<file path="src/sv/crc_framed_serial_deframer_assert.svh">
// assertion macros used by the deframer datapath
`ifndef CRC_FRAMED_SERIAL_DEFRAMER_ASSERT_SVH
`define CRC_FRAMED_SERIAL_DEFRAMER_ASSERT_SVH

// property that must hold in the same cycle
`define CFD_ASSERT(label, prop, msg) \
    label: assert property (@(posedge aclk) disable iff (!aresetn) (prop)) else $error(msg);

// property whose consequence shows in the cycle after the antecedent
`define CFD_ASSERT_NEXT(label, ante, cons, msg) \
    label: assert property (@(posedge aclk) disable iff (!aresetn) (ante) |=> (cons)) \
        else $error(msg);

`endif

</file>
<file path="src/sv/cfd_pkg.sv">
`timescale 1ns / 1ps

package cfd_pkg;

    localparam int unsigned MAX_PAYLOAD = 56;
    localparam int unsigned STORE_DEPTH = 64;
    localparam int unsigned ADDR_W      = 6;
    localparam int unsigned FILL_W      = 7;

    localparam logic [15:0] CRC_INIT = 16'hffff;
    localparam logic [15:0] CRC_POLY = 16'h1021;

    // configuration register indexes
    typedef enum logic [2:0] {
        CFG_SYNC_FIRST   = 3'd0,
        CFG_SYNC_SECOND  = 3'd1,
        CFG_VERSION      = 3'd2,
        CFG_A_LOW        = 3'd3,
        CFG_A_HIGH       = 3'd4,
        CFG_B_LOW        = 3'd5,
        CFG_B_HIGH       = 3'd6,
        CFG_GAP_TIMEOUT  = 3'd7
    } cfg_idx_t;

    // datapath operations issued by the controller
    typedef enum logic [4:0] {
        OP_NONE,
        OP_LATCH,
        OP_GAP,
        OP_APPEND,
        OP_HDR_START,
        OP_RD,
        OP_HDR_USE,
        OP_PL_USE,
        OP_CK_USE,
        OP_CRC_FAIL,
        OP_EM_START,
        OP_EM_USE,
        OP_MARK,
        OP_CONSUME,
        OP_RS_START,
        OP_RS_USE,
        OP_RS_APPLY,
        OP_FLUSH
    } dp_op_t;

    typedef struct packed {
        dp_op_t op;
    } cfd_cmd_t;

    typedef struct packed {
        logic gap_expired;
        logic fill_lt_hdr;
        logic len_bad;
        logic fill_lt_total;
        logic plen_zero;
        logic hdr_last;
        logic pl_last;
        logic ck_last;
        logic crc_bad;
        logic wanted;
        logic can_emit;
        logic flush_ok;
        logic rs_small;
        logic rs_stop;
    } cfd_status_t;

    // one byte of crc-16/ccitt-false, msb first
    function automatic logic [15:0] crc_byte(input logic [15:0] crc_in, input logic [7:0] data);
        logic [15:0] c;
        c = crc_in ^ {data, 8'h00};
        for (int b = 0; b < 8; b++) begin
            if (c[15]) begin
                c = {c[14:0], 1'b0} ^ CRC_POLY;
            end else begin
                c = {c[14:0], 1'b0};
            end
        end
        return c;
    endfunction

endpackage

</file>
<file path="src/sv/crc_framed_serial_deframer.sv">
`timescale 1ns / 1ps
// processing: an accepted byte is latched, checked against the gap timeout, appended and then parsed;
// a buffered header is read and checked, then payload and check bytes are read and the crc compared;
// a wanted frame emits each payload byte (an empty one a marker), waiting whenever m_ready holds the output
// a resync scans the buffered bytes for the sync pair; input is taken only in idle, one item at a time
// throughput is bounded by the single-port 64-byte frame store, which serves one access at a time
// reset: synchronous active low; clears counters, fill level and config to defaults

module crc_framed_serial_deframer (
    input  logic        aclk,
    input  logic        aresetn,
    input  logic        s_valid,
    output logic        s_ready,
    input  logic [7:0]  s_rx_byte,
    input  logic [31:0] s_arrival_ms,
    input  logic        cfg_valid,
    output logic        cfg_ready,
    input  logic [2:0]  cfg_index,
    input  logic [31:0] cfg_data,
    output logic        m_valid,
    input  logic        m_ready,
    output logic [7:0]  m_frame_kind,
    output logic [7:0]  m_payload_value,
    output logic [5:0]  m_payload_offset,
    output logic [5:0]  m_payload_size,
    output logic        m_no_payload,
    output logic        m_frame_end,
    output logic        m_run_end,
    output logic [31:0] m_crc_fail_total,
    output logic [31:0] m_resync_total
);

    cfd_pkg::cfd_cmd_t    cmd;
    cfd_pkg::cfd_status_t status;

    // config writes are always taken
    assign cfg_ready = 1'b1;

    cfd_ctrl u_ctrl (
        .aclk    (aclk),
        .aresetn (aresetn),
        .s_valid (s_valid),
        .s_ready (s_ready),
        .status  (status),
        .cmd     (cmd)
    );

    cfd_datapath u_dp (
        .aclk             (aclk),
        .aresetn          (aresetn),
        .cmd              (cmd),
        .status           (status),
        .s_rx_byte        (s_rx_byte),
        .s_arrival_ms     (s_arrival_ms),
        .cfg_valid        (cfg_valid),
        .cfg_index        (cfg_index),
        .cfg_data         (cfg_data),
        .m_valid          (m_valid),
        .m_ready          (m_ready),
        .m_frame_kind     (m_frame_kind),
        .m_payload_value  (m_payload_value),
        .m_payload_offset (m_payload_offset),
        .m_payload_size   (m_payload_size),
        .m_no_payload     (m_no_payload),
        .m_frame_end      (m_frame_end),
        .m_run_end        (m_run_end),
        .m_crc_fail_total (m_crc_fail_total),
        .m_resync_total   (m_resync_total)
    );

endmodule

</file>
<file path="src/sv/cfd_ram.sv">
`timescale 1ns / 1ps

module cfd_ram #(
    parameter int unsigned WIDTH = 8,
    parameter int unsigned DEPTH = 64
) (
    input  logic                     aclk,
    input  logic                     we,
    input  logic                     re,
    input  logic [$clog2(DEPTH)-1:0] addr,
    input  logic [WIDTH-1:0]         wdata,
    output logic [WIDTH-1:0]         rdata
);

    logic [WIDTH-1:0] mem [DEPTH];

    // single port, registered read
    always_ff @(posedge aclk) begin
        if (we) begin
            mem[addr] <= wdata;
        end
        if (re) begin
            rdata <= mem[addr];
        end
    end

endmodule

</file>
<file path="src/sv/cfd_datapath.sv">
`timescale 1ns / 1ps
`include "crc_framed_serial_deframer_assert.svh"

module cfd_datapath (
    input  logic                 aclk,
    input  logic                 aresetn,
    input  cfd_pkg::cfd_cmd_t    cmd,
    output cfd_pkg::cfd_status_t status,
    input  logic [7:0]           s_rx_byte,
    input  logic [31:0]          s_arrival_ms,
    input  logic                 cfg_valid,
    input  logic [2:0]           cfg_index,
    input  logic [31:0]          cfg_data,
    output logic                 m_valid,
    input  logic                 m_ready,
    output logic [7:0]           m_frame_kind,
    output logic [7:0]           m_payload_value,
    output logic [5:0]           m_payload_offset,
    output logic [5:0]           m_payload_size,
    output logic                 m_no_payload,
    output logic                 m_frame_end,
    output logic                 m_run_end,
    output logic [31:0]          m_crc_fail_total,
    output logic [31:0]          m_resync_total
);

    // configuration
    logic [7:0]  sync_first_reg, sync_second_reg, version_cfg_reg;
    logic [7:0]  a_low_reg, a_high_reg, b_low_reg, b_high_reg;
    logic [31:0] gap_timeout_reg;

    // input item and buffer state
    logic [7:0]  rx_byte_reg;
    logic [31:0] arrival_reg, last_arrival_reg;
    logic [cfd_pkg::ADDR_W-1:0] base_reg;
    logic [cfd_pkg::FILL_W-1:0] fill_reg, idx_reg;
    logic [31:0] crc_fail_reg, resync_reg;

    // frame parse
    logic [15:0] crc_reg, got_reg;
    logic [7:0]  ver_reg, type_reg, len_lo_reg, len_hi_reg;

    // resync scan
    logic [7:0]  rs_prev_reg;
    logic        rs_found_reg, rs_last_sf_reg;
    logic [cfd_pkg::FILL_W-1:0] rs_pos_reg;

    // staged result, held until the next one or the end of the item is known
    logic        pend_valid_reg;
    logic [7:0]  pend_kind_reg, pend_value_reg;
    logic [5:0]  pend_offset_reg, pend_size_reg;
    logic        pend_empty_reg, pend_end_reg;
    logic [31:0] pend_crc_reg, pend_rs_reg;

    // output register
    logic        m_valid_reg;
    logic [7:0]  m_kind_reg, m_value_reg;
    logic [5:0]  m_offset_reg, m_size_reg;
    logic        m_empty_reg, m_end_reg, m_run_end_reg;
    logic [31:0] m_crc_reg, m_rs_reg;

    logic [7:0]  rdata;
    logic        ram_we, ram_re;
    logic [cfd_pkg::ADDR_W-1:0] ram_addr;
    logic        append_write;
    logic [cfd_pkg::FILL_W-1:0] fill_append;
    logic [15:0] plen16;
    logic [5:0]  plen6;
    logic [cfd_pkg::FILL_W-1:0] total7, pl_end7, ck_lo7, ck_end7;
    logic [31:0] gap_elapsed;
    logic        out_free, push, rs_found_now;
    logic        type_in_a, type_in_b;
    cfd_pkg::dp_op_t op;

    assign op = cmd.op;

    // length and frame positions
    assign plen16  = {len_hi_reg, len_lo_reg};
    assign plen6   = len_lo_reg[5:0];
    assign total7  = cfd_pkg::FILL_W'(plen6) + 7'd8;
    assign pl_end7 = cfd_pkg::FILL_W'(plen6) + 7'd5;
    assign ck_lo7  = cfd_pkg::FILL_W'(plen6) + 7'd6;
    assign ck_end7 = cfd_pkg::FILL_W'(plen6) + 7'd7;

    // append decision for the new byte
    always_comb begin
        append_write = 1'b0;
        fill_append  = fill_reg;
        if (fill_reg == 7'd0) begin
            if (rx_byte_reg == sync_first_reg) begin
                append_write = 1'b1;
                fill_append  = 7'd1;
            end
        end else if (fill_reg == 7'd1) begin
            if (rx_byte_reg == sync_second_reg) begin
                append_write = 1'b1;
                fill_append  = 7'd2;
            end else if (rx_byte_reg != sync_first_reg) begin
                fill_append = 7'd0;
            end
        end else if (fill_reg < 7'(cfd_pkg::STORE_DEPTH)) begin
            append_write = 1'b1;
            fill_append  = fill_reg + 7'd1;
        end
    end

    // store access: ring buffer addressed from base
    assign ram_we   = (op == cfd_pkg::OP_APPEND) && append_write;
    assign ram_re   = (op == cfd_pkg::OP_RD);
    assign ram_addr = ram_we ? base_reg + fill_reg[cfd_pkg::ADDR_W-1:0]
                             : base_reg + idx_reg[cfd_pkg::ADDR_W-1:0];

    cfd_ram #(
        .WIDTH (8),
        .DEPTH (cfd_pkg::STORE_DEPTH)
    ) u_store (
        .aclk  (aclk),
        .we    (ram_we),
        .re    (ram_re),
        .addr  (ram_addr),
        .wdata (rx_byte_reg),
        .rdata (rdata)
    );

    // status toward the controller
    assign gap_elapsed  = arrival_reg - last_arrival_reg;
    assign out_free     = !m_valid_reg || m_ready;
    assign type_in_a    = (type_reg >= a_low_reg) && (type_reg <= a_high_reg);
    assign type_in_b    = (type_reg >= b_low_reg) && (type_reg <= b_high_reg);
    assign rs_found_now = (idx_reg >= 7'd2) && (rs_prev_reg == sync_first_reg)
                          && (rdata == sync_second_reg);

    always_comb begin
        status.gap_expired   = (fill_reg != 7'd0) && (gap_elapsed > gap_timeout_reg);
        status.fill_lt_hdr   = fill_reg < 7'd6;
        status.len_bad       = plen16 > 16'(cfd_pkg::MAX_PAYLOAD);
        status.fill_lt_total = fill_reg < total7;
        status.plen_zero     = plen6 == 6'd0;
        status.hdr_last      = idx_reg == 7'd5;
        status.pl_last       = idx_reg == pl_end7;
        status.ck_last       = idx_reg == ck_end7;
        status.crc_bad       = got_reg != crc_reg;
        status.wanted        = (ver_reg == version_cfg_reg) && (type_in_a || type_in_b);
        status.can_emit      = !pend_valid_reg || out_free;
        status.flush_ok      = !pend_valid_reg || out_free;
        status.rs_small      = fill_reg < 7'd2;
        status.rs_stop       = rs_found_now || (idx_reg == fill_reg - 7'd1);
    end

    assign push = pend_valid_reg && ((op == cfd_pkg::OP_EM_USE) || (op == cfd_pkg::OP_MARK)
                                     || (op == cfd_pkg::OP_FLUSH));

    // configuration registers
    always_ff @(posedge aclk) begin
        if (!aresetn) begin
            sync_first_reg  <= 8'd0;
            sync_second_reg <= 8'd0;
            version_cfg_reg <= 8'd1;
            a_low_reg       <= 8'd0;
            a_high_reg      <= 8'd0;
            b_low_reg       <= 8'd0;
            b_high_reg      <= 8'd0;
            gap_timeout_reg <= 32'd100;
        end else if (cfg_valid) begin
            unique case (cfd_pkg::cfg_idx_t'(cfg_index))
                cfd_pkg::CFG_SYNC_FIRST:  sync_first_reg  <= cfg_data[7:0];
                cfd_pkg::CFG_SYNC_SECOND: sync_second_reg <= cfg_data[7:0];
                cfd_pkg::CFG_VERSION:     version_cfg_reg <= cfg_data[7:0];
                cfd_pkg::CFG_A_LOW:       a_low_reg       <= cfg_data[7:0];
                cfd_pkg::CFG_A_HIGH:      a_high_reg      <= cfg_data[7:0];
                cfd_pkg::CFG_B_LOW:       b_low_reg       <= cfg_data[7:0];
                cfd_pkg::CFG_B_HIGH:      b_high_reg      <= cfg_data[7:0];
                cfd_pkg::CFG_GAP_TIMEOUT: gap_timeout_reg <= cfg_data;
                default: ;
            endcase
        end
    end

    // buffer control state
    always_ff @(posedge aclk) begin
        if (!aresetn) begin
            last_arrival_reg <= 32'd0;
            base_reg         <= '0;
            fill_reg         <= '0;
            crc_fail_reg     <= 32'd0;
            resync_reg       <= 32'd0;
            pend_valid_reg   <= 1'b0;
        end else begin
            case (op) inside
                cfd_pkg::OP_GAP:      last_arrival_reg <= arrival_reg;
                cfd_pkg::OP_APPEND:   fill_reg <= fill_append;
                cfd_pkg::OP_CRC_FAIL: crc_fail_reg <= crc_fail_reg + 32'd1;
                cfd_pkg::OP_CONSUME: begin
                    base_reg <= base_reg + total7[cfd_pkg::ADDR_W-1:0];
                    fill_reg <= fill_reg - total7;
                end
                cfd_pkg::OP_RS_APPLY: begin
                    resync_reg <= resync_reg + 32'd1;
                    if (rs_found_reg) begin
                        base_reg <= base_reg + rs_pos_reg[cfd_pkg::ADDR_W-1:0];
                        fill_reg <= fill_reg - rs_pos_reg;
                    end else if (rs_last_sf_reg) begin
                        base_reg <= base_reg + (fill_reg[cfd_pkg::ADDR_W-1:0] - 6'd1);
                        fill_reg <= 7'd1;
                    end else begin
                        fill_reg <= 7'd0;
                    end
                end
                cfd_pkg::OP_EM_USE, cfd_pkg::OP_MARK: pend_valid_reg <= 1'b1;
                cfd_pkg::OP_FLUSH:    pend_valid_reg <= 1'b0;
                default: ;
            endcase
        end
    end

    // parse and scan payload registers
    always_ff @(posedge aclk) begin
        case (op)
            cfd_pkg::OP_LATCH: begin
                rx_byte_reg <= s_rx_byte;
                arrival_reg <= s_arrival_ms;
            end
            cfd_pkg::OP_HDR_START: begin
                idx_reg <= 7'd2;
                crc_reg <= cfd_pkg::CRC_INIT;
            end
            cfd_pkg::OP_HDR_USE: begin
                case (idx_reg[1:0])
                    2'd2:    ver_reg    <= rdata;
                    2'd3:    type_reg   <= rdata;
                    2'd0:    len_lo_reg <= rdata;
                    default: len_hi_reg <= rdata;
                endcase
                crc_reg <= cfd_pkg::crc_byte(crc_reg, rdata);
                idx_reg <= idx_reg + 7'd1;
            end
            cfd_pkg::OP_PL_USE: begin
                crc_reg <= cfd_pkg::crc_byte(crc_reg, rdata);
                idx_reg <= idx_reg + 7'd1;
            end
            cfd_pkg::OP_CK_USE: begin
                if (idx_reg == ck_lo7) begin
                    got_reg[7:0] <= rdata;
                end else begin
                    got_reg[15:8] <= rdata;
                end
                idx_reg <= idx_reg + 7'd1;
            end
            cfd_pkg::OP_EM_START: idx_reg <= 7'd6;
            cfd_pkg::OP_EM_USE: begin
                pend_kind_reg   <= type_reg;
                pend_value_reg  <= rdata;
                pend_offset_reg <= idx_reg[5:0] - 6'd6;
                pend_size_reg   <= plen6;
                pend_empty_reg  <= 1'b0;
                pend_end_reg    <= idx_reg == pl_end7;
                pend_crc_reg    <= crc_fail_reg;
                pend_rs_reg     <= resync_reg;
                idx_reg         <= idx_reg + 7'd1;
            end
            cfd_pkg::OP_MARK: begin
                pend_kind_reg   <= type_reg;
                pend_value_reg  <= 8'd0;
                pend_offset_reg <= 6'd0;
                pend_size_reg   <= 6'd0;
                pend_empty_reg  <= 1'b1;
                pend_end_reg    <= 1'b1;
                pend_crc_reg    <= crc_fail_reg;
                pend_rs_reg     <= resync_reg;
            end
            cfd_pkg::OP_RS_START: begin
                idx_reg        <= 7'd1;
                rs_found_reg   <= 1'b0;
                rs_last_sf_reg <= 1'b0;
            end
            cfd_pkg::OP_RS_USE: begin
                rs_prev_reg    <= rdata;
                rs_last_sf_reg <= rdata == sync_first_reg;
                if (rs_found_now) begin
                    rs_found_reg <= 1'b1;
                    rs_pos_reg   <= idx_reg - 7'd1;
                end
                idx_reg <= idx_reg + 7'd1;
            end
            default: ;
        endcase
    end

    // output register
    always_ff @(posedge aclk) begin
        if (!aresetn) begin
            m_valid_reg <= 1'b0;
        end else if (push) begin
            m_valid_reg <= 1'b1;
        end else if (m_ready) begin
            m_valid_reg <= 1'b0;
        end
    end

    always_ff @(posedge aclk) begin
        if (push) begin
            m_kind_reg    <= pend_kind_reg;
            m_value_reg   <= pend_value_reg;
            m_offset_reg  <= pend_offset_reg;
            m_size_reg    <= pend_size_reg;
            m_empty_reg   <= pend_empty_reg;
            m_end_reg     <= pend_end_reg;
            m_run_end_reg <= op == cfd_pkg::OP_FLUSH;
            m_crc_reg     <= pend_crc_reg;
            m_rs_reg      <= pend_rs_reg;
        end
    end

    assign m_valid          = m_valid_reg;
    assign m_frame_kind     = m_kind_reg;
    assign m_payload_value  = m_value_reg;
    assign m_payload_offset = m_offset_reg;
    assign m_payload_size   = m_size_reg;
    assign m_no_payload     = m_empty_reg;
    assign m_frame_end      = m_end_reg;
    assign m_run_end        = m_run_end_reg;
    assign m_crc_fail_total = m_crc_reg;
    assign m_resync_total   = m_rs_reg;

    // checks
    `CFD_ASSERT(a_fill_bound, fill_reg <= 7'(cfd_pkg::STORE_DEPTH), "fill level above store depth")
    `CFD_ASSERT(a_push_free, !push || out_free, "result pushed over an untaken result")
    `CFD_ASSERT_NEXT(a_resync_count, op == cfd_pkg::OP_RS_APPLY, resync_reg == $past(resync_reg) + 32'd1, "resync count did not step")

endmodule

</file>
<file path="src/sv/cfd_ctrl.sv">
`timescale 1ns / 1ps

module cfd_ctrl (
    input  logic                 aclk,
    input  logic                 aresetn,
    input  logic                 s_valid,
    output logic                 s_ready,
    input  cfd_pkg::cfd_status_t status,
    output cfd_pkg::cfd_cmd_t    cmd
);

    typedef enum logic [4:0] {
        S_IDLE, S_GAP, S_APPEND, S_PARSE,
        S_HDR_RD, S_HDR_USE, S_LEN,
        S_PL_RD, S_PL_USE, S_CK_RD, S_CK_USE, S_CMP,
        S_EM_RD, S_EM_USE, S_MARK, S_CONSUME, S_FLUSH,
        S_RS_START, S_RS_RD, S_RS_USE, S_RS_APPLY
    } state_t;

    state_t state_reg, state_next;
    logic   ret_parse_reg, ret_parse_next;

    // next state and datapath command
    always_comb begin
        state_next     = state_reg;
        ret_parse_next = ret_parse_reg;
        cmd.op         = cfd_pkg::OP_NONE;
        unique case (state_reg)
            S_IDLE: begin
                if (s_valid) begin
                    cmd.op     = cfd_pkg::OP_LATCH;
                    state_next = S_GAP;
                end
            end
            S_GAP: begin
                cmd.op = cfd_pkg::OP_GAP;
                if (status.gap_expired) begin
                    ret_parse_next = 1'b0;
                    state_next     = S_RS_START;
                end else begin
                    state_next = S_APPEND;
                end
            end
            S_APPEND: begin
                cmd.op     = cfd_pkg::OP_APPEND;
                state_next = S_PARSE;
            end
            S_PARSE: begin
                if (status.fill_lt_hdr) begin
                    state_next = S_FLUSH;
                end else begin
                    cmd.op     = cfd_pkg::OP_HDR_START;
                    state_next = S_HDR_RD;
                end
            end
            S_HDR_RD: begin
                cmd.op     = cfd_pkg::OP_RD;
                state_next = S_HDR_USE;
            end
            S_HDR_USE: begin
                cmd.op     = cfd_pkg::OP_HDR_USE;
                state_next = status.hdr_last ? S_LEN : S_HDR_RD;
            end
            S_LEN: begin
                if (status.len_bad) begin
                    ret_parse_next = 1'b1;
                    state_next     = S_RS_START;
                end else if (status.fill_lt_total) begin
                    state_next = S_FLUSH;
                end else begin
                    state_next = status.plen_zero ? S_CK_RD : S_PL_RD;
                end
            end
            S_PL_RD: begin
                cmd.op     = cfd_pkg::OP_RD;
                state_next = S_PL_USE;
            end
            S_PL_USE: begin
                cmd.op     = cfd_pkg::OP_PL_USE;
                state_next = status.pl_last ? S_CK_RD : S_PL_RD;
            end
            S_CK_RD: begin
                cmd.op     = cfd_pkg::OP_RD;
                state_next = S_CK_USE;
            end
            S_CK_USE: begin
                cmd.op     = cfd_pkg::OP_CK_USE;
                state_next = status.ck_last ? S_CMP : S_CK_RD;
            end
            S_CMP: begin
                if (status.crc_bad) begin
                    cmd.op         = cfd_pkg::OP_CRC_FAIL;
                    ret_parse_next = 1'b1;
                    state_next     = S_RS_START;
                end else if (!status.wanted) begin
                    state_next = S_CONSUME;
                end else if (status.plen_zero) begin
                    state_next = S_MARK;
                end else begin
                    cmd.op     = cfd_pkg::OP_EM_START;
                    state_next = S_EM_RD;
                end
            end
            S_EM_RD: begin
                cmd.op     = cfd_pkg::OP_RD;
                state_next = S_EM_USE;
            end
            S_EM_USE: begin
                if (status.can_emit) begin
                    cmd.op     = cfd_pkg::OP_EM_USE;
                    state_next = status.pl_last ? S_CONSUME : S_EM_RD;
                end
            end
            S_MARK: begin
                if (status.can_emit) begin
                    cmd.op     = cfd_pkg::OP_MARK;
                    state_next = S_CONSUME;
                end
            end
            S_CONSUME: begin
                cmd.op     = cfd_pkg::OP_CONSUME;
                state_next = S_PARSE;
            end
            S_FLUSH: begin
                if (status.flush_ok) begin
                    cmd.op     = cfd_pkg::OP_FLUSH;
                    state_next = S_IDLE;
                end
            end
            S_RS_START: begin
                cmd.op     = cfd_pkg::OP_RS_START;
                state_next = status.rs_small ? S_RS_APPLY : S_RS_RD;
            end
            S_RS_RD: begin
                cmd.op     = cfd_pkg::OP_RD;
                state_next = S_RS_USE;
            end
            S_RS_USE: begin
                cmd.op     = cfd_pkg::OP_RS_USE;
                state_next = status.rs_stop ? S_RS_APPLY : S_RS_RD;
            end
            S_RS_APPLY: begin
                cmd.op     = cfd_pkg::OP_RS_APPLY;
                state_next = ret_parse_reg ? S_PARSE : S_APPEND;
            end
            default: state_next = S_IDLE;
        endcase
    end

    always_ff @(posedge aclk) begin
        if (!aresetn) begin
            state_reg     <= S_IDLE;
            ret_parse_reg <= 1'b0;
        end else begin
            state_reg     <= state_next;
            ret_parse_reg <= ret_parse_next;
        end
    end

    assign s_ready = state_reg == S_IDLE;

endmodule

</file>
<file path="config.mk">
export PLATFORM = sky130hd
export DESIGN_NAME = crc_framed_serial_deframer
export DESIGN_NICKNAME = d
export VERILOG_FILES = /design/src/sv/cfd_pkg.sv /design/src/sv/crc_framed_serial_deframer.sv /design/src/sv/cfd_ram.sv /design/src/sv/cfd_datapath.sv /design/src/sv/cfd_ctrl.sv
export VERILOG_INCLUDE_DIRS = /design/src /design/src/sv
export SDC_FILE = /design/constraint.sdc
export NUM_CORES = 2
export LEC_CHECK = 0
export ABC_CLOCK_PERIOD_IN_PS = 22600
export BUFFER_PORTS_ARGS = -buffer_cell sky130_fd_sc_hd__clkbuf_2
export CAP_MARGIN = 10
export CORE_MARGIN = 2
export CORE_UTILIZATION = 30
export CTS_CLUSTER_SIZE = 24
export DETAILED_ROUTE_END_ITERATION = 10
export PLACE_DENSITY_LB_ADDON = 0.2
export SLEW_MARGIN = 20
export SYNTH_ARGS = -nofsm -noshare
export SYNTH_HDL_FRONTEND = slang
export SYNTH_HIERARCHICAL = 1
export SYNTH_SLANG_ARGS = --single-unit
</file>
<file path="constraint.sdc">
create_clock -name aclk -period 22.6 [get_ports aclk]
set_clock_uncertainty 0.1 [all_clocks]
set_input_delay 5.65 -clock aclk [delete_from_list [all_inputs] [get_ports aclk]]
set_output_delay 5.65 -clock aclk [all_outputs]
set_load 0.005 [all_outputs]
</file>
# After elaboration in Yosys (flattened, before gate mapping)
# Memories as Yosys holds them, arrays and structs flattened. A register that Yosys moved wholly into a read port is not among the register bits.
# Cells that the tools add are included.
[classes]
n_addsub = 20
magnitude_cmp = 11
eq_ne = 72
mux = 100
bitwise_logic = 23
n_reduce_logical = 60
[ops]
columns = ["operator", "n"]
rows = [
  ["2-to-1 mux 16 bit", 14],
  ["2-to-1 mux 13 bit", 15],
  ["one-hot mux 5 bit (20 select lines)", 1],
  ["equality test 5 x 4 -> 1 bit (second input constant)", 16],
  ["one-hot mux 5 bit (16 select lines)", 1],
  ["2-to-1 mux 7 bit", 11],
  ["2-to-1 mux 5 bit", 13],
  ["adder 32 x 1 -> 32 bit (second input constant)", 2],
  ["equality test 8 bit", 6],
  ["one-hot mux 16 bit (3 select lines)", 1],
  ["NOT 3 bit", 15],
  ["equality test 5 x 3 -> 1 bit (second input constant)", 8],
  ["equality test 5 bit (second input constant)", 7],
  ["> comparator 32 bit", 1],
  ["AND reduction 2 bit", 16],
  ["subtractor 32 bit", 1],
  ["adder 6 bit", 5],
  ["2-to-1 mux 6 bit", 5],
  ["equality test 7 bit", 4],
  ["one-hot mux 7 bit (4 select lines)", 1],
  ["one-hot mux 6 bit (2 select lines)", 2],
  ["adder 6 x 3 -> 7 bit (second input constant)", 3],
  ["equality test 5 x 2 -> 1 bit (second input constant)", 4],
  ["2-to-1 mux 4 bit", 5],
  ["55 further kinds", 129],
]
[totals]
register_bits = 522
ram_bits = 512
inputBits = 80
out_inout_bits = 98
word_cells = 335
memories = 1
[mem_list]
columns = ["name", "words", "width", "read_ports", "rd_ports_with_merged_regs", "write_ports", "line", "text"]
rows = [
  ["u_dp.u_store.mem", 64, 8, 1, 1, 1, "cfd_ram.sv:15", "logic [WIDTH-1:0] mem [DEPTH];"],
]

# Longest topological paths before layout
[logic_depth]
word_depth = 30
ltp_mapped = 38
depth_no_buf = 33

# Cells and area by module
# Netlist, hierarchy kept.
[modules_own_cells]
columns = ["mod", "instances", "cells_each", "area_each_um2", "seq_area_each_um2"]
rows = [
  ["cfd_datapath", 1, 2296, 24793.8, 13503.0],
  ["cfd_ram", 1, 1170, 20083.0, 15615.0],
  ["cfd_ctrl", 1, 147, 962.2, 120.1],
  ["crc_framed_serial_deframer", 1, 2, 11.3, 0.0],
]

# Worst setup path before layout
# No wires, ideal clock.
[synth_timing]
kind = "input -> register"
from = "in m_ready"
to = "reg u_dp.m_crc_reg[0], in the netlist u_dp/m_crc_fail_total[0] (enable)"
setup_time_ns = 0.462
arrival_ns = 16.610
t_required_ns = 22.038
slack_ns = 5.429
cell_stages = 13
n_path_buf = 2
cell_sequence = "nor2b_1 > nand2_1 > buf_4 > inv_1 > nor4_1 > a31oi_1 > o211ai_1 > clkbuf_1 > nand2_1 > nor2_1 > a21oi_1 > nor3b_1 > o21a_1"
[synth_lines]
columns = ["element", "line", "text"]
rows = [
  ["start: declaration", "crc_framed_serial_deframer.sv:21", "input logic m_ready,"],
  ["end signal: assignment", "cfd_datapath.sv:309", "m_crc_reg <= pend_crc_reg;"],
  ["end: declaration", "cfd_datapath.sv:60", "logic [31:0] m_crc_reg, m_rs_reg;"],
]

==> summary.txt <==
Global routing
  • Initial antenna violation count: 1
  • GR Util met3: 0.02694
  • M2 GR Usage: 0.2651
  • Grt met1 use: 0.2159
  • Largest net degree at the start of global routing: 128
  • GRT Residual Overflow: 0
  • GRT Overall Usage: 0.1606
  • GRT busiest layer: met2
  • Vias in the first global route: 28530
  • First-pass GRT wire length: 189.7 mm

Yosys
  • Netlist Area Pre-Place: 0.04585 mm^2
  • Post-synth top area share: 0.5482
  • Seq cells post-synth: 1042
  • Post-synthesis net count: 3853
  • Syn. warnings: 6
  • Synth Instances: 3615
  • Unique masters post-synth: 84
  • EDFF count, synth: 837
  • FFs w/ async S/R, synth: 0
  • Synth area leaders: edfxtp_1 55%, dfxtp_1 9.0%, ha_1 4.1%
  • Mean Syn Cell Area: 12.68 um^2
  • Synth Flop Type: edfxtp_1
  • Largest area contributor in the netlist: edfxtp_1
  • Sequential share of the synthesized area: 0.6377

Floorplan
  • Initial core utilization: 0.3018
  • Chip width: 394.9 um
  • IO Count: 178
  • Core area: 0.1519 mm^2
  • DIE AREA: 0.1560 mm^2
  • Die Ht: 394.9 um
  • # rows: 143

Clocking
  • Hold buffers post-CTS: 0
  • Post-CTS Resized: 0
  • Clk_lat worst skew: 0.74 ns
  • CTS tree: yes
  • CTS clock-pin slew for the worst setup and hold paths: 0.06 ns
  • Worst-case clock buffer depth: 3
  • H-tree depth: 3
  • Root buf cell: clkbuf_16
  • CTS buffer count: 112
  • Num Clock Sinks: 1042
  • Post-CTS setup buffer count: 0

Routing
  • Post-route ant nets: 0
  • TritonRoute pass-1 iters: 7
  • # DRC: 0
  • WL final: 127.5 mm
  • DR WL/cell: 21.58 um
  • Vias: 29150
  • DRT iter0 DRCs: 2277
  • Via density: 4.933

Min path
  • Worst min-delay path class: flop to flop

Place
  • Routability cong.: 0.8535
  • Port-buffer cells: 176
  • Area after DPL: 0.04901 mm^2
  • DP HPWL: 83.54 mm

STA
  • Final Cycle Share: 0.5634
  • Final setup vio count: 0
  • Setup repair after global routing missed its margin: false
  • Final Slew Violations: 0
  • Final hold vios: 0
  • Actual slew at the worst max-slew pin: 1.251 ns
  • Max_slew headroom: 0.1607
  • Fmax achieved: 0.07853 GHz
  • Fin crit period: 12.73 ns
  • Setup TNS: 0 ns

Worst setup path
  • CP Launch Type: input port
  • Flop2flop setup slack: 12.92 ns
  • Largest stage delay, worst path: 1.11 ns
  • Slowest cell on the critical path: fa_4
  • Arr. time, crit path: 13.09 ns
  • CP Data Required Time: 22.96 ns
  • Worst Path Max Fanout: 52
  • Bufs and invs on worst path: 3
  • CP top delay family: simple AND/OR/NAND/NOR gates
  • Crit path kind: input port to flop
  • Critical Path End Type: flop
  • Worst-path cell chain: clkbuf_2, nor2b_1, nand2_1, o211ai_1, o21ai_0, nand2b_1, o2111ai_1, nor2_1, nand3_1, nor3_1, nand2_1, nand2_1, o21ai_0, ha_2, fa_4, buf_4, buf_4, nor2_1, a22oi_1, nor2_1, a221oi_1, o221ai_1, or4_1

Status
  • Status: finished clean

Pwr
  • Pwr/cell area: 85.78 mW/mm^2
  • Total power: 4.525 mW
  • Leak: 17.79 nW
  • VDD IR max: 0.06195 mV

Layout
  • Commonest non-fill, non-tap cells in the layout: 837 x edfxtp_1, 370 x nand2_1, 205 x dfxtp_1, 193 x nor2_1, 175 x clkbuf_2
  • Share of cells above drive strength 1: 0.1209
  • Syn-to-layout area delta: 15.04%
  • Commonest non-fill, non-tap cell in the layout: edfxtp_1
  • Core Util, Final: 0.3472
  • Final Cell Area: 0.05275 mm^2
  • Largest register FFs: 512
  • Biggest register: u_dp/u_store/mem
  • # diodes: 0
  • Final #Nets: 4018
  • Filler cell count: 14860

Flow run
  • Max Cap Violations: 0
==> kinds of logic after synthesis <==
group | after synthesis | synth area share
AO/OA/AOI/OAI | 767 | 0.1164
buffers and inverters | 348 | 0.03125
multiplexers | 80 | 0.02290
flip-flops | 1042 | 0.6377
adder cells (fa/ha/maj) | 158 | 0.04426
XOR/XNOR | 236 | 0.04508
other | 1 | 0.00008179
AND/OR/NAND/NOR | 983 | 0.1023
==> metrics by stage <==
stage	instances	setup slack [ns]	hold WS [ns]
after global routing	5908	9.363	0.3189
final	5908	9.867	0.3043
after CTS	5908	9.984	0.2959
after detailed placement	5696	9.214	0.3045
after floorplan	3615	5.429	0.3003
after global placement	5696	9.310	0.3022
==> Yosys cell counts (all sizes together), types with 17 or more instances <==
library cell,n
buf,72
nor3,51
and3,29
o21ai,107
nand2b,40
a21boi,139
nor2,200
o21a,17
a21oi,114
a22oi,94
inv,165
nor4,20
a21o,42
or3,21
nand3,54
nor2b,47
dfxtp,205
nand2,372
a221oi,75
o211ai,24
mux4,18
mux2i,46
edfxtp,837
and2,73
nand4,47
xor2,78
o22ai,38
xnor2,158
a211oi,22
ha,151
clkbuf,110
==> where the power goes <==
group / total, mW / internal (mW) / switching [mW]
combinational: 0.508 / 0.182 / 0.326
clock: 1.85 / 1.08 / 0.778
sequential: 2.16 / 2.14 / 0.0246
==> per-layer routing <==
metal / wire length [um] / share of wire / vias to the layer above
met4: 3780 / 0.030 / 0
met5: 0 / 0 / -
met1: 56400 / 0.44 / 14400
met3: 6932 / 0.054 / 189
li1: - / - / 13680
met2: 60390 / 0.47 / 879
==> final timing paths <==
path	from	endpoint	cells after the start
max	m_ready	u_dp/u_store/rdata[5]$_DFFE_PP_	23
min	u_dp/pend_value_reg[6]$_SDFFCE_PP0N_	u_dp/m_payload_value[6]$_DFFE_PP_	0
max reg2reg	u_dp/type_reg[0]$_DFFE_PP_	u_dp/u_store/rdata[5]$_DFFE_PP_	30
min reg2reg	u_dp/pend_value_reg[6]$_SDFFCE_PP0N_	u_dp/m_payload_value[6]$_DFFE_PP_	0
==> layout make-up <==
class	instances	area (um^2)	share of cell area
flip-flops and latches	1042	29240	0.5543
multi-input cells	2225	15300	0.2900
clock buffers	142	2955	0.05603
well taps	2030	2540	0.04815
repair buffers	233	1324	0.02510
clock inverters	70	769.5	0.01459
inverters	166	623.1	0.01181
(Power assumes the default switching activity.)
